`config.mk`:
```
export PLATFORM = sky130hd
export DESIGN_NAME = lru_key_value_cache_top
export DESIGN_NICKNAME = d
export VERILOG_FILES = /design/src/rtl/lkvc_pkg.sv /design/src/rtl/lkvc_mem.sv /design/src/rtl/lkvc_age.sv /design/src/rtl/lru_key_value_cache_top.sv
export SDC_FILE = /design/constraint.sdc
export NUM_CORES = 2
export LEC_CHECK = 0
export BUFFER_PORTS_ARGS = -buffer_cell sky130_fd_sc_hd__buf_2
export CAP_MARGIN = 20
export CORE_MARGIN = 2
export CORE_UTILIZATION = 50
export DETAILED_ROUTE_END_ITERATION = 10
export GPL_TIMING_DRIVEN = 1
export PLACE_DENSITY = 0.69
export SLEW_MARGIN = 20
export SYNTH_ARGS = -nofsm -noshare
export SYNTH_HDL_FRONTEND = slang
export SYNTH_HIERARCHICAL = 1
export SYNTH_SLANG_ARGS = --single-unit
```
`constraint.sdc`:
```
create_clock -name clk -period 10.5 [get_ports clk]
set_input_delay 0.525 -clock clk [delete_from_list [all_inputs] [get_ports clk]]
set_output_delay 0.525 -clock clk [all_outputs]
set_load 0.1 [all_outputs]
```
`src/rtl/lkvc_pkg.sv`:
```
// ----------------------------------------------------------------------------
// lkvc_pkg
// Shared types and constants for the LRU key-value cache: transaction
// payloads, the stored entry layout and the recency-tracker commands.
// ----------------------------------------------------------------------------
package lkvc_pkg;

  localparam int KeyWidth = 32;
  localparam int ValWidth = 32;
  localparam int CapWidth = 5;

  localparam logic       ActionGet = 1'b0;
  localparam logic       ActionSet = 1'b1;
  localparam logic [31:0] MissValue = 32'hFFFF_FFFF;

  typedef struct packed {
    logic                action;
    logic signed [31:0]  lookup_key;
    logic signed [31:0]  data_value;
  } in_item_t;

  typedef struct packed {
    logic                hit;
    logic signed [31:0]  read_value;
  } out_item_t;

  typedef struct packed {
    logic [KeyWidth-1:0] key;
    logic [ValWidth-1:0] value;
  } entry_t;

  // commands to the recency tracker
  typedef enum logic [1:0] {
    AGE_NONE,
    AGE_TOUCH,
    AGE_EVICT,
    AGE_INSERT
  } age_op_t;

endpackage

```
`src/rtl/lkvc_mem.sv`:
```
// ----------------------------------------------------------------------------
// lkvc_mem
// Single-port-write, single-port-read entry memory with registered read data.
// ----------------------------------------------------------------------------
module lkvc_mem #(
  parameter int DEPTH = 16,
  parameter int AW    = 4
) (
  input  logic             clk,
  input  logic             wr_en,
  input  logic [AW-1:0]    wr_addr,
  input  lkvc_pkg::entry_t wr_data,
  input  logic [AW-1:0]    rd_addr,
  output lkvc_pkg::entry_t rd_data
);

  lkvc_pkg::entry_t mem_r [DEPTH];
  lkvc_pkg::entry_t rd_data_r;

  // write port
  always_ff @(posedge clk) begin
    if (wr_en) begin
      mem_r[wr_addr] <= wr_data;
    end
  end

  // registered read port
  always_ff @(posedge clk) begin
    rd_data_r <= mem_r[rd_addr];
  end

  assign rd_data = rd_data_r;

endmodule

```
`src/rtl/lkvc_age.sv`:
```
// ----------------------------------------------------------------------------
// lkvc_age
// Valid bits, per-entry recency ages and the occupancy count. Ages of valid
// entries always run 0..used-1, with 0 the most recent.
// ----------------------------------------------------------------------------
module lkvc_age #(
  parameter int DEPTH = 16,
  parameter int AW    = 4,
  parameter int UW    = 5
) (
  input  logic              clk,
  input  logic              rst_n,
  input  lkvc_pkg::age_op_t op,
  input  logic [AW-1:0]     idx,
  output logic [DEPTH-1:0]  valid,
  output logic [UW-1:0]     used,
  output logic [AW-1:0]     oldest_idx
);

  logic [DEPTH-1:0] valid_r, valid_nxt;
  logic [AW-1:0]    rec_r [DEPTH];
  logic [AW-1:0]    rec_nxt [DEPTH];
  logic [UW-1:0]    used_r, used_nxt;
  logic [DEPTH-1:0] oldest_hit;
  logic [AW-1:0]    oldest_sel;
  logic [AW-1:0]    oldest_age;
  logic [AW-1:0]    touch_age;

  // oldest valid entry carries age used-1
  assign oldest_age = AW'(used_r - UW'(1));
  always_comb begin
    oldest_sel = '0;
    for (int i = DEPTH - 1; i >= 0; i--) begin
      oldest_hit[i] = valid_r[i] && (rec_r[i] == oldest_age);
      if (oldest_hit[i]) oldest_sel = AW'(i);
    end
  end

  assign touch_age = rec_r[idx];

  // next-state for the age row
  always_comb begin
    valid_nxt = valid_r;
    used_nxt  = used_r;
    for (int i = 0; i < DEPTH; i++) rec_nxt[i] = rec_r[i];
    case (op)
      lkvc_pkg::AGE_TOUCH: begin
        for (int i = 0; i < DEPTH; i++) begin
          if (valid_r[i] && (rec_r[i] < touch_age)) rec_nxt[i] = rec_r[i] + AW'(1);
        end
        rec_nxt[idx] = '0;
      end
      lkvc_pkg::AGE_EVICT: begin
        valid_nxt[oldest_sel] = 1'b0;
        rec_nxt[oldest_sel]   = '0;
        used_nxt              = used_r - UW'(1);
      end
      lkvc_pkg::AGE_INSERT: begin
        for (int i = 0; i < DEPTH; i++) begin
          if (valid_r[i]) rec_nxt[i] = rec_r[i] + AW'(1);
        end
        valid_nxt[idx] = 1'b1;
        rec_nxt[idx]   = '0;
        used_nxt       = used_r + UW'(1);
      end
      default: ;
    endcase
  end

  always_ff @(posedge clk) begin
    if (!rst_n) begin
      valid_r <= '0;
      used_r  <= '0;
      for (int i = 0; i < DEPTH; i++) rec_r[i] <= '0;
    end else begin
      valid_r <= valid_nxt;
      used_r  <= used_nxt;
      for (int i = 0; i < DEPTH; i++) rec_r[i] <= rec_nxt[i];
    end
  end

  assign valid      = valid_r;
  assign used       = used_r;
  assign oldest_idx = oldest_sel;

endmodule

```
`src/rtl/lru_key_value_cache_top.sv`:
```
// Transactions are handled one at a time: in_stall is high while a transaction is in progress.
// Every transaction scans all entries; the scan reads the entry memory one address per cycle.
// A get then offers its result from the output register; a stalled result holds a get in place.
// A set that misses evicts least recent entries until the new one fits, unless capacity is zero.
// Reset (rst_n low, synchronous): all entries invalid, occupancy zero, capacity 16.
// ----------------------------------------------------------------------------
// lru_key_value_cache_top
// Fully associative key-value cache with least-recently-used replacement.
// ----------------------------------------------------------------------------
module lru_key_value_cache_top #(
  parameter int MAX_ENTRIES = 16
) (
  input  logic                clk,
  input  logic                rst_n,
  input  logic                in_valid,
  output logic                in_stall,
  input  lkvc_pkg::in_item_t  in_data,
  output logic                out_valid,
  input  logic                out_stall,
  output lkvc_pkg::out_item_t out_data,
  input  logic                cfg_wr_en,
  input  logic [4:0]          cfg_wr_data
);

  localparam int AW = (MAX_ENTRIES > 1) ? $clog2(MAX_ENTRIES) : 1;
  localparam int UW = $clog2(MAX_ENTRIES + 1);
  localparam int CW = AW + 1;
  localparam int EW = (UW > lkvc_pkg::CapWidth) ? UW : lkvc_pkg::CapWidth;

  typedef enum logic [1:0] {
    ST_IDLE,
    ST_SCAN,
    ST_EVICT,
    ST_FINISH
  } state_t;

  state_t              state_r, state_nxt;
  logic [4:0]          cap_r;
  lkvc_pkg::in_item_t  item_r, item_nxt;
  logic [CW-1:0]       iss_r, iss_nxt;
  logic                chk_vld_r, chk_vld_nxt;
  logic [AW-1:0]       chk_idx_r, chk_idx_nxt;
  logic                hit_r, hit_nxt;
  logic [AW-1:0]       hit_idx_r, hit_idx_nxt;
  logic [31:0]         hit_val_r, hit_val_nxt;
  logic                free_vld_r, free_vld_nxt;
  logic [AW-1:0]       free_idx_r, free_idx_nxt;
  logic                out_valid_r, out_valid_nxt;
  lkvc_pkg::out_item_t out_data_r, out_data_nxt;

  lkvc_pkg::age_op_t   age_op;
  logic [AW-1:0]       age_idx;
  logic [MAX_ENTRIES-1:0] valid;
  logic [UW-1:0]       used;
  logic [AW-1:0]       oldest_idx;

  logic                mem_we;
  logic [AW-1:0]       mem_waddr;
  lkvc_pkg::entry_t    mem_wdata;
  logic [AW-1:0]       mem_raddr;
  lkvc_pkg::entry_t    mem_rdata;

  logic [EW-1:0]       cap_ext, cap_eff, used_ext;
  logic                scan_done;
  logic                out_free;

  lkvc_mem #(.DEPTH(MAX_ENTRIES), .AW(AW)) u_mem (
    .clk     (clk),
    .wr_en   (mem_we),
    .wr_addr (mem_waddr),
    .wr_data (mem_wdata),
    .rd_addr (mem_raddr),
    .rd_data (mem_rdata)
  );

  lkvc_age #(.DEPTH(MAX_ENTRIES), .AW(AW), .UW(UW)) u_age (
    .clk        (clk),
    .rst_n      (rst_n),
    .op         (age_op),
    .idx        (age_idx),
    .valid      (valid),
    .used       (used),
    .oldest_idx (oldest_idx)
  );

  // capacity register
  always_ff @(posedge clk) begin
    if (!rst_n) begin
      cap_r <= 5'd16;
    end else if (cfg_wr_en) begin
      cap_r <= cfg_wr_data;
    end
  end

  // effective capacity clipped to the entry count
  assign cap_ext  = EW'(cap_r);
  assign cap_eff  = (cap_ext > EW'(MAX_ENTRIES)) ? EW'(MAX_ENTRIES) : cap_ext;
  assign used_ext = EW'(used);

  assign in_stall  = (state_r != ST_IDLE);
  assign out_free  = !out_valid_r || !out_stall;
  assign scan_done = (iss_r == CW'(MAX_ENTRIES)) && !chk_vld_r;
  assign mem_raddr = iss_r[AW-1:0];

  // control and datapath next-state
  always_comb begin
    state_nxt     = state_r;
    item_nxt      = item_r;
    iss_nxt       = iss_r;
    chk_vld_nxt   = 1'b0;
    chk_idx_nxt   = chk_idx_r;
    hit_nxt       = hit_r;
    hit_idx_nxt   = hit_idx_r;
    hit_val_nxt   = hit_val_r;
    free_vld_nxt  = free_vld_r;
    free_idx_nxt  = free_idx_r;
    out_valid_nxt = out_valid_r && out_stall;
    out_data_nxt  = out_data_r;
    age_op        = lkvc_pkg::AGE_NONE;
    age_idx       = hit_idx_r;
    mem_we        = 1'b0;
    mem_waddr     = hit_idx_r;
    mem_wdata     = '{key: item_r.lookup_key, value: item_r.data_value};

    case (state_r)
      ST_IDLE: begin
        if (in_valid) begin
          item_nxt     = in_data;
          iss_nxt      = '0;
          hit_nxt      = 1'b0;
          free_vld_nxt = 1'b0;
          state_nxt    = ST_SCAN;
        end
      end

      ST_SCAN: begin
        // issue one read per cycle, note the first free slot
        if (iss_r != CW'(MAX_ENTRIES)) begin
          chk_vld_nxt = 1'b1;
          chk_idx_nxt = iss_r[AW-1:0];
          iss_nxt     = iss_r + CW'(1);
          if (!valid[iss_r[AW-1:0]] && !free_vld_r) begin
            free_vld_nxt = 1'b1;
            free_idx_nxt = iss_r[AW-1:0];
          end
        end
        // key compare on the returned entry
        if (chk_vld_r && valid[chk_idx_r] && (mem_rdata.key == item_r.lookup_key)) begin
          hit_nxt     = 1'b1;
          hit_idx_nxt = chk_idx_r;
          hit_val_nxt = mem_rdata.value;
        end
        if (scan_done) begin
          if (item_r.action == lkvc_pkg::ActionGet) begin
            if (hit_r) age_op = lkvc_pkg::AGE_TOUCH;
            state_nxt = ST_FINISH;
          end else if (hit_r) begin
            mem_we    = 1'b1;
            age_op    = lkvc_pkg::AGE_TOUCH;
            state_nxt = ST_IDLE;
          end else if (cap_eff == '0) begin
            state_nxt = ST_IDLE;
          end else begin
            state_nxt = ST_EVICT;
          end
        end
      end

      ST_EVICT: begin
        if ((used_ext >= cap_eff) && (used != '0)) begin
          // drop the least recent entry, its slot may become the lowest free one
          age_op = lkvc_pkg::AGE_EVICT;
          if (!free_vld_r || (oldest_idx < free_idx_r)) begin
            free_vld_nxt = 1'b1;
            free_idx_nxt = oldest_idx;
          end
        end else begin
          if (free_vld_r) begin
            age_op    = lkvc_pkg::AGE_INSERT;
            age_idx   = free_idx_r;
            mem_we    = 1'b1;
            mem_waddr = free_idx_r;
          end
          state_nxt = ST_IDLE;
        end
      end

      ST_FINISH: begin
        if (out_free) begin
          out_valid_nxt           = 1'b1;
          out_data_nxt.hit        = hit_r;
          out_data_nxt.read_value = hit_r ? hit_val_r : lkvc_pkg::MissValue;
          state_nxt               = ST_IDLE;
        end
      end

      default: state_nxt = ST_IDLE;
    endcase
  end

  // state and registered outputs
  always_ff @(posedge clk) begin
    if (!rst_n) begin
      state_r     <= ST_IDLE;
      out_valid_r <= 1'b0;
      chk_vld_r   <= 1'b0;
      iss_r       <= '0;
      hit_r       <= 1'b0;
      free_vld_r  <= 1'b0;
    end else begin
      state_r     <= state_nxt;
      out_valid_r <= out_valid_nxt;
      chk_vld_r   <= chk_vld_nxt;
      iss_r       <= iss_nxt;
      hit_r       <= hit_nxt;
      free_vld_r  <= free_vld_nxt;
    end
    item_r     <= item_nxt;
    chk_idx_r  <= chk_idx_nxt;
    hit_idx_r  <= hit_idx_nxt;
    hit_val_r  <= hit_val_nxt;
    free_idx_r <= free_idx_nxt;
    out_data_r <= out_data_nxt;
  end

  assign out_valid = out_valid_r;
  assign out_data  = out_data_r;

endmodule

```
# Yosys cells after proc, flatten, opt, wreduce, memory -nomap -nowiden

Memory sizes are Yosys's and may differ from the RTL's. A register that Yosys moved wholly into a read port is not among the register bits.
Cells that the tools add are included.

Register bits after elaboration: 179
Memories: 2
RAM bits: 1088

Memory list:

| memory      | depth | width | read ports | clocked after memory_dff | write ports | line           | RTL |
|---|---|---|---|---|---|---|---|
| u_mem.mem_r | 16    | 64    | 1          | 1                        | 1           | lkvc_mem.sv:17 | `lkvc_pkg::entry_t mem_r [DEPTH];` |
| u_age.rec_r | 16    | 4     | 17         | 0                        | 16          | lkvc_age.sv:21 | `logic [AW-1:0] rec_r [DEPTH];` |

Add/subtract/negate cells: 19
Reduce and logical (&&, ||, !) cells: 67
Equal/unequal tests: 34
Mux-type cells: 157
Order comparisons: 29
Bitwise logic cells: 26

Operators with widths:

| kind                                                                  | count |
|---|---|
| 4-bit two-way mux                                                     | 105 |
| 64-bit bitwise AND                                                    | 3 |
| 64-bit one-hot mux with 3 select lines                                | 1 |
| 64-bit inverter                                                       | 2 |
| 4-bit < comparator                                                    | 17 |
| 4-bit by 1-bit adder with 4-bit output (second input constant)        | 16 |
| 4-bit equality test                                                   | 16 |
| 1-bit logical AND                                                     | 42 |
| 4-bit demux with 4-bit select                                         | 2 |
| 32-bit equality test                                                  | 1 |
| 16-bit one-hot mux with 2 select lines                                | 1 |
| 1-bit two-way mux                                                     | 24 |
| 4-bit by 5-bit < comparator with 1-bit output (second input constant) | 4 |
| 5-bit one-hot mux with 2 select lines                                 | 2 |
| 2-bit two-way mux                                                     | 9 |
| 2-bit inequality test (second input constant)                         | 9 |
| 16-bit bitwise AND                                                    | 1 |
| 16-bit inverter                                                       | 1 |
| 1-bit bitwise OR                                                      | 16 |
| 16-bit bitwise OR                                                     | 1 |
| 5-bit two-way mux                                                     | 3 |
| 5-bit by 1-bit adder with 5-bit output (second input constant)        | 2 |
| 5-bit greater-or-equal comparator (second input constant)             | 2 |
| 5-bit by 1-bit < comparator with 1-bit output (second input constant) | 2 |
| other kinds (28)                                                      | 50 |

# Depth between registers and ports, before layout

Depth after elaboration: 28
Depth in mapped cells: 21
Mapped depth without buffers: 18

# By module

The synthesis kept the hierarchy.

Modules (own cells, without submodules):

| module                  | instances | cells an instance | area an instance (sq um) |
|---|---|---|---|
| lkvc_mem                | 1         | 1647              | 39581.7 |
| lkvc_age                | 1         | 969               | 8114.0 |
| lru_key_value_cache_top | 1         | 404               | 6369.9 |

# Worst setup path before layout

No wires, ideal clock.

Path type: reg-to-reg
From: reg u_age.used_r[0], in the netlist u_age/used[0]
To: mem u_mem/mem_r[0][0] (netlist bit), enable pin
Stages on the path, launching flop included: 11
Clock period less this slack: 7564 ps
Data arrival time: 6999 ps
Data required time: 9935 ps
Setup time: 565 ps
Setup slack: 2936 ps
Path through: dfxtp_1 -> inv_1 -> ha_1 -> nand2b_1 -> a211oi_1 -> o21bai_1 -> a21oi_1 -> o211ai_1 -> mux2_2 -> or3b_2 -> nor3_1

RTL lines:

| item                                                                    | line                           | RTL |
|---|---|---|
| start: declaration                                                      | lkvc_age.sv:23                 | `logic [UW-1:0] used_r, used_nxt;` |
| start signal: assignment                                                | lkvc_age.sv:77                 | `used_r <= used_nxt;` |
| 5-bit greater-or-equal comparator or 5-bit nonzero test (tied branches) | lru_key_value_cache_top.sv:170 | `if ((used_ext >= cap_eff) && (used != '0)) begin` |
| 1-bit logical AND (*)                                                   | lru_key_value_cache_top.sv:170 |  |
| 4-bit two-way mux (*) (2 in series)                                     | --                             |  |
| via age_idx[2]                                                          | lru_key_value_cache_top.sv:52  | `logic [AW-1:0] age_idx;` |
| end: declaration                                                        | lkvc_mem.sv:17                 |  |

Mark *: on every way through the listed nets, which the timed path passes. The rest lies on a longest branch.

==> flow_summary.toml <==
[synthesis]
synth_area_leader_cell = "edfxtp_1"
netlist.area_leader.share_pct = 64.8
syn_area_sq_um = 54100
yosysSeqAreaShare_pct = 70.9
yosysWarnings = 6
synthCells = 3020
synth-seq-cells = 1331
avgSynthCellArea_sq_um = 17.9
async_reset_ff_share_pct = 0
synth.area.top_cells = "edfxtp_1 65%, mux4_2 12%, dfxtp_1 6.1%"
yosysMostFrequentCell = "edfxtp_1"
ys_top_cells_by_count = "1166 x edfxtp_1, 277 x mux4_2, 165 x dfxtp_1"
yosys_most_used_dff = "edfxtp_1"
synth_edf_count = 1166
synth_nets = 3176
synth.distinct_cells = 98

[global_route]
grt_pass1_wl_microns = 201000
grt_max_degree = 177
gr-total-overflow = 0
grt_pass1_vias = 31000
antenna_found_initial = 1
grt_usage_pct = 24.5

[sta]
min_period_over_period_pct = 62.5
worstMarginPinSlew_ps = 1110
setup_violations = 0
fin_skew_ps = 21.2
max_slew_margin_pct = 26.1
drv_slew = 0
max_freq_mhz = 152
setup-tns-final_ps = 0
whs_ps = 24.9
post-route-min-period_ps = 6560
rsz0062_at_grt = "no"
final-hold-violation-count = 0

[routing]
drtPass1Iterations = 5
wl_microns = 135000
first_iter_violations = 3250
routed_via_density = 6.33
ant_nets = 0
wl_per_cell_microns = 28.3
via_count = 30100
drc_errors = 0

[critical_path]
crit_family = "multiplexers"
worstSetupStartpoint = "u_age/used[2]$_SDFFE_PN0P_"
r2r_cells = 17
crit_path_max_incr_delay_ps = 930
endpoint = "u_age/rec_r[10][0]$_SDFFE_PN0P_"
path_depth = 17
reg2reg_from = "u_age/used[2]$_SDFFE_PN0P_"
cp_slowest_cell = "dfxtp_1"
cp.arrival_ps = 7220
start_kind = "register"
path_cells = "ha_1 -> o21ai_0 -> o21bai_1 -> a21oi_1 -> o211ai_1 -> mux2_2 -> buf_4 -> mux4_2 -> mux4_2 -> inv_1 -> ha_1 -> or3_1 -> o21ai_0 -> nor3_1 -> or2_1 -> or4_1 -> a31oi_1"
worstSetupEndpointType = "register"
cp.buffers_inverters = 2
critPathRequiredTime_ps = 11160
critical_path_class = "reg -> reg"
regToRegEndpoint = "u_age/rec_r[10][0]$_SDFFE_PN0P_"
reg2reg_slack_ps = 3940
crit_path_max_fanout = 37

[cts]
cts_tree = "yes"
cts_inserted_buffers = 137
cts_max_path_buffers = 3
clock_latency_ps = 750
htreeDepth = 4
post_cts_buffers = 0
clockRootBuffer = "clkbuf_16"
clk_pin_slew_ps = 60
cts_resized = 0
cts.sinks = 1331

[hold_path]
hold_path.class = "in -> reg"
holdPathStages = 1

[die]
start_util_pct = 50.4
die_h_microns = 333
rows = 120
die_area_sq_um = 111000
fp.dieW_microns = 333
io_pins = 110
core_sq_um = 107000

[finish]
nNetsFinal = 3405
multi_input_area_sq_um = 15000
stdcell_area_sq_um = 61600
syn_to_final_growth_pct = 13.9
regArea_sq_um = 38300
diodes = 0
nFillCells = 7936
drive_gt1_share_pct = 21.1

[place]
gp_congestion = 0.954
placed_cell_area_sq_um = 56300
dp_hpwl_microns = 74100
io_buffers = 109

[run_status]
outcome = "complete, no violations"

[job]
maxCapViolations = 0

[power_and_ir_drop]
powerDensity_nw_per_um2 = 200
power_leakage_nw = 19.8
peakVddDrop_mv = 0.247
[placed cells by master, fill, tap and decap left out, types with 63 or more instances in the layout]
master / instances
dlygate4sd3_1: 63
mux4_2: 277
nor2_1: 89
dfxtp_1: 162
a22oi_1: 131
nand2_1: 164
edfxtp_1: 1166
clkbuf_16: 141
buf_2: 109
ha_1: 81
[final cells by class]
cell class	count	area share, %
Clock buffer	180	6.13
Timing Repair Buffer	230	2.66
Tap cell	1403	2.85
Multi-Input combinational cell	1496	24.4
Inverter	53	0.327
Sequential cell	1331	62.2
Clock inverter	73	1.41
[cell families (layout without fill, tap and decap cells)]
group                    count (synthesis)  after routing  synth area share, %
adder cells (fa/ha/maj)                 81             81                 1.87
buffers and inverters                  193            536                 1.68
flip-flops                            1331           1331                 70.9
multiplexers                           302            302                 12.1
XOR/XNOR                               107            107                 2.39
AO/OA/AOI/OAI                          461            461                 6.01
AND/OR/NAND/NOR                        545            545                 5.10
[per-stage QoR]
stage / std cells / power [mW] / setup WS (ps) / util [%]
global placement: 4450 / 7.43 / 4030 / 52.5
floorplan: 3020 / 7.19 / 2940 / -
global route: 4766 / 12.7 / 3570 / 57.4
CTS: 4765 / 12.4 / 4000 / 57.4
finish: 4766 / 12.3 / 3940 / 57.4
detailed placement: 4450 / 7.48 / 4000 / 52.5
[power by group]
group          internal [mW]  switching (mW)  leakage, nW  total, mW
registers               6.12           0.253         11.8       6.37
clock network           2.91            2.04         2.24       4.95
logic                  0.464           0.541         5.76       1.01
total                   9.49            2.84         19.8       12.3
[per-layer routing]
layer / global-route usage (%) / wire, microns
met5: 0 / 0
met4: 8.57 / 4010
met3: 3.85 / 9380
met2: 40.4 / 66600
met1: 33.4 / 55100
[worst min path at each step]
stage / from / endpoint
after global routing: in_data[59] / item_r[59]$_DFFE_PP_
final: in_data[54] / item_r[54]$_DFFE_PP_
after CTS: in_data[11] / item_r[11]$_DFFE_PP_
after global placement: u_mem/rd_data[22]$_DFF_P_ / hit_val_r[22]$_DFFE_PP_
after detailed placement: u_mem/rd_data[15]$_DFF_P_ / hit_val_r[15]$_DFFE_PP_
after floorplan: u_mem/rd_data[0]$_DFF_P_ / hit_val_r[0]$_DFFE_PP_
[registers in the layout, summed over array words and instances, names as in the netlist]
signal / cells
chk_idx_r: 4
out_valid: 1
u_mem/rd_data: 64
iss_r: 5
u_age/used: 5
free_idx_r: 4
hit_idx_r: 4
hit_val_r: 32
hit_r: 1
item_r: 65
free_vld_r: 1
u_age/rec_r: 64
out_data: 33
cap_ext: 5
state_r: 2
chk_vld_r: 1
u_age/valid: 16
u_mem/mem_r: 1024
[timing repair]
item                                    CTS  global route
hold endpoints to repair                 62             1
hold buffers                             62             1
endpoints found under the setup margin    0             0
Power figures use the tool's default switching activity.
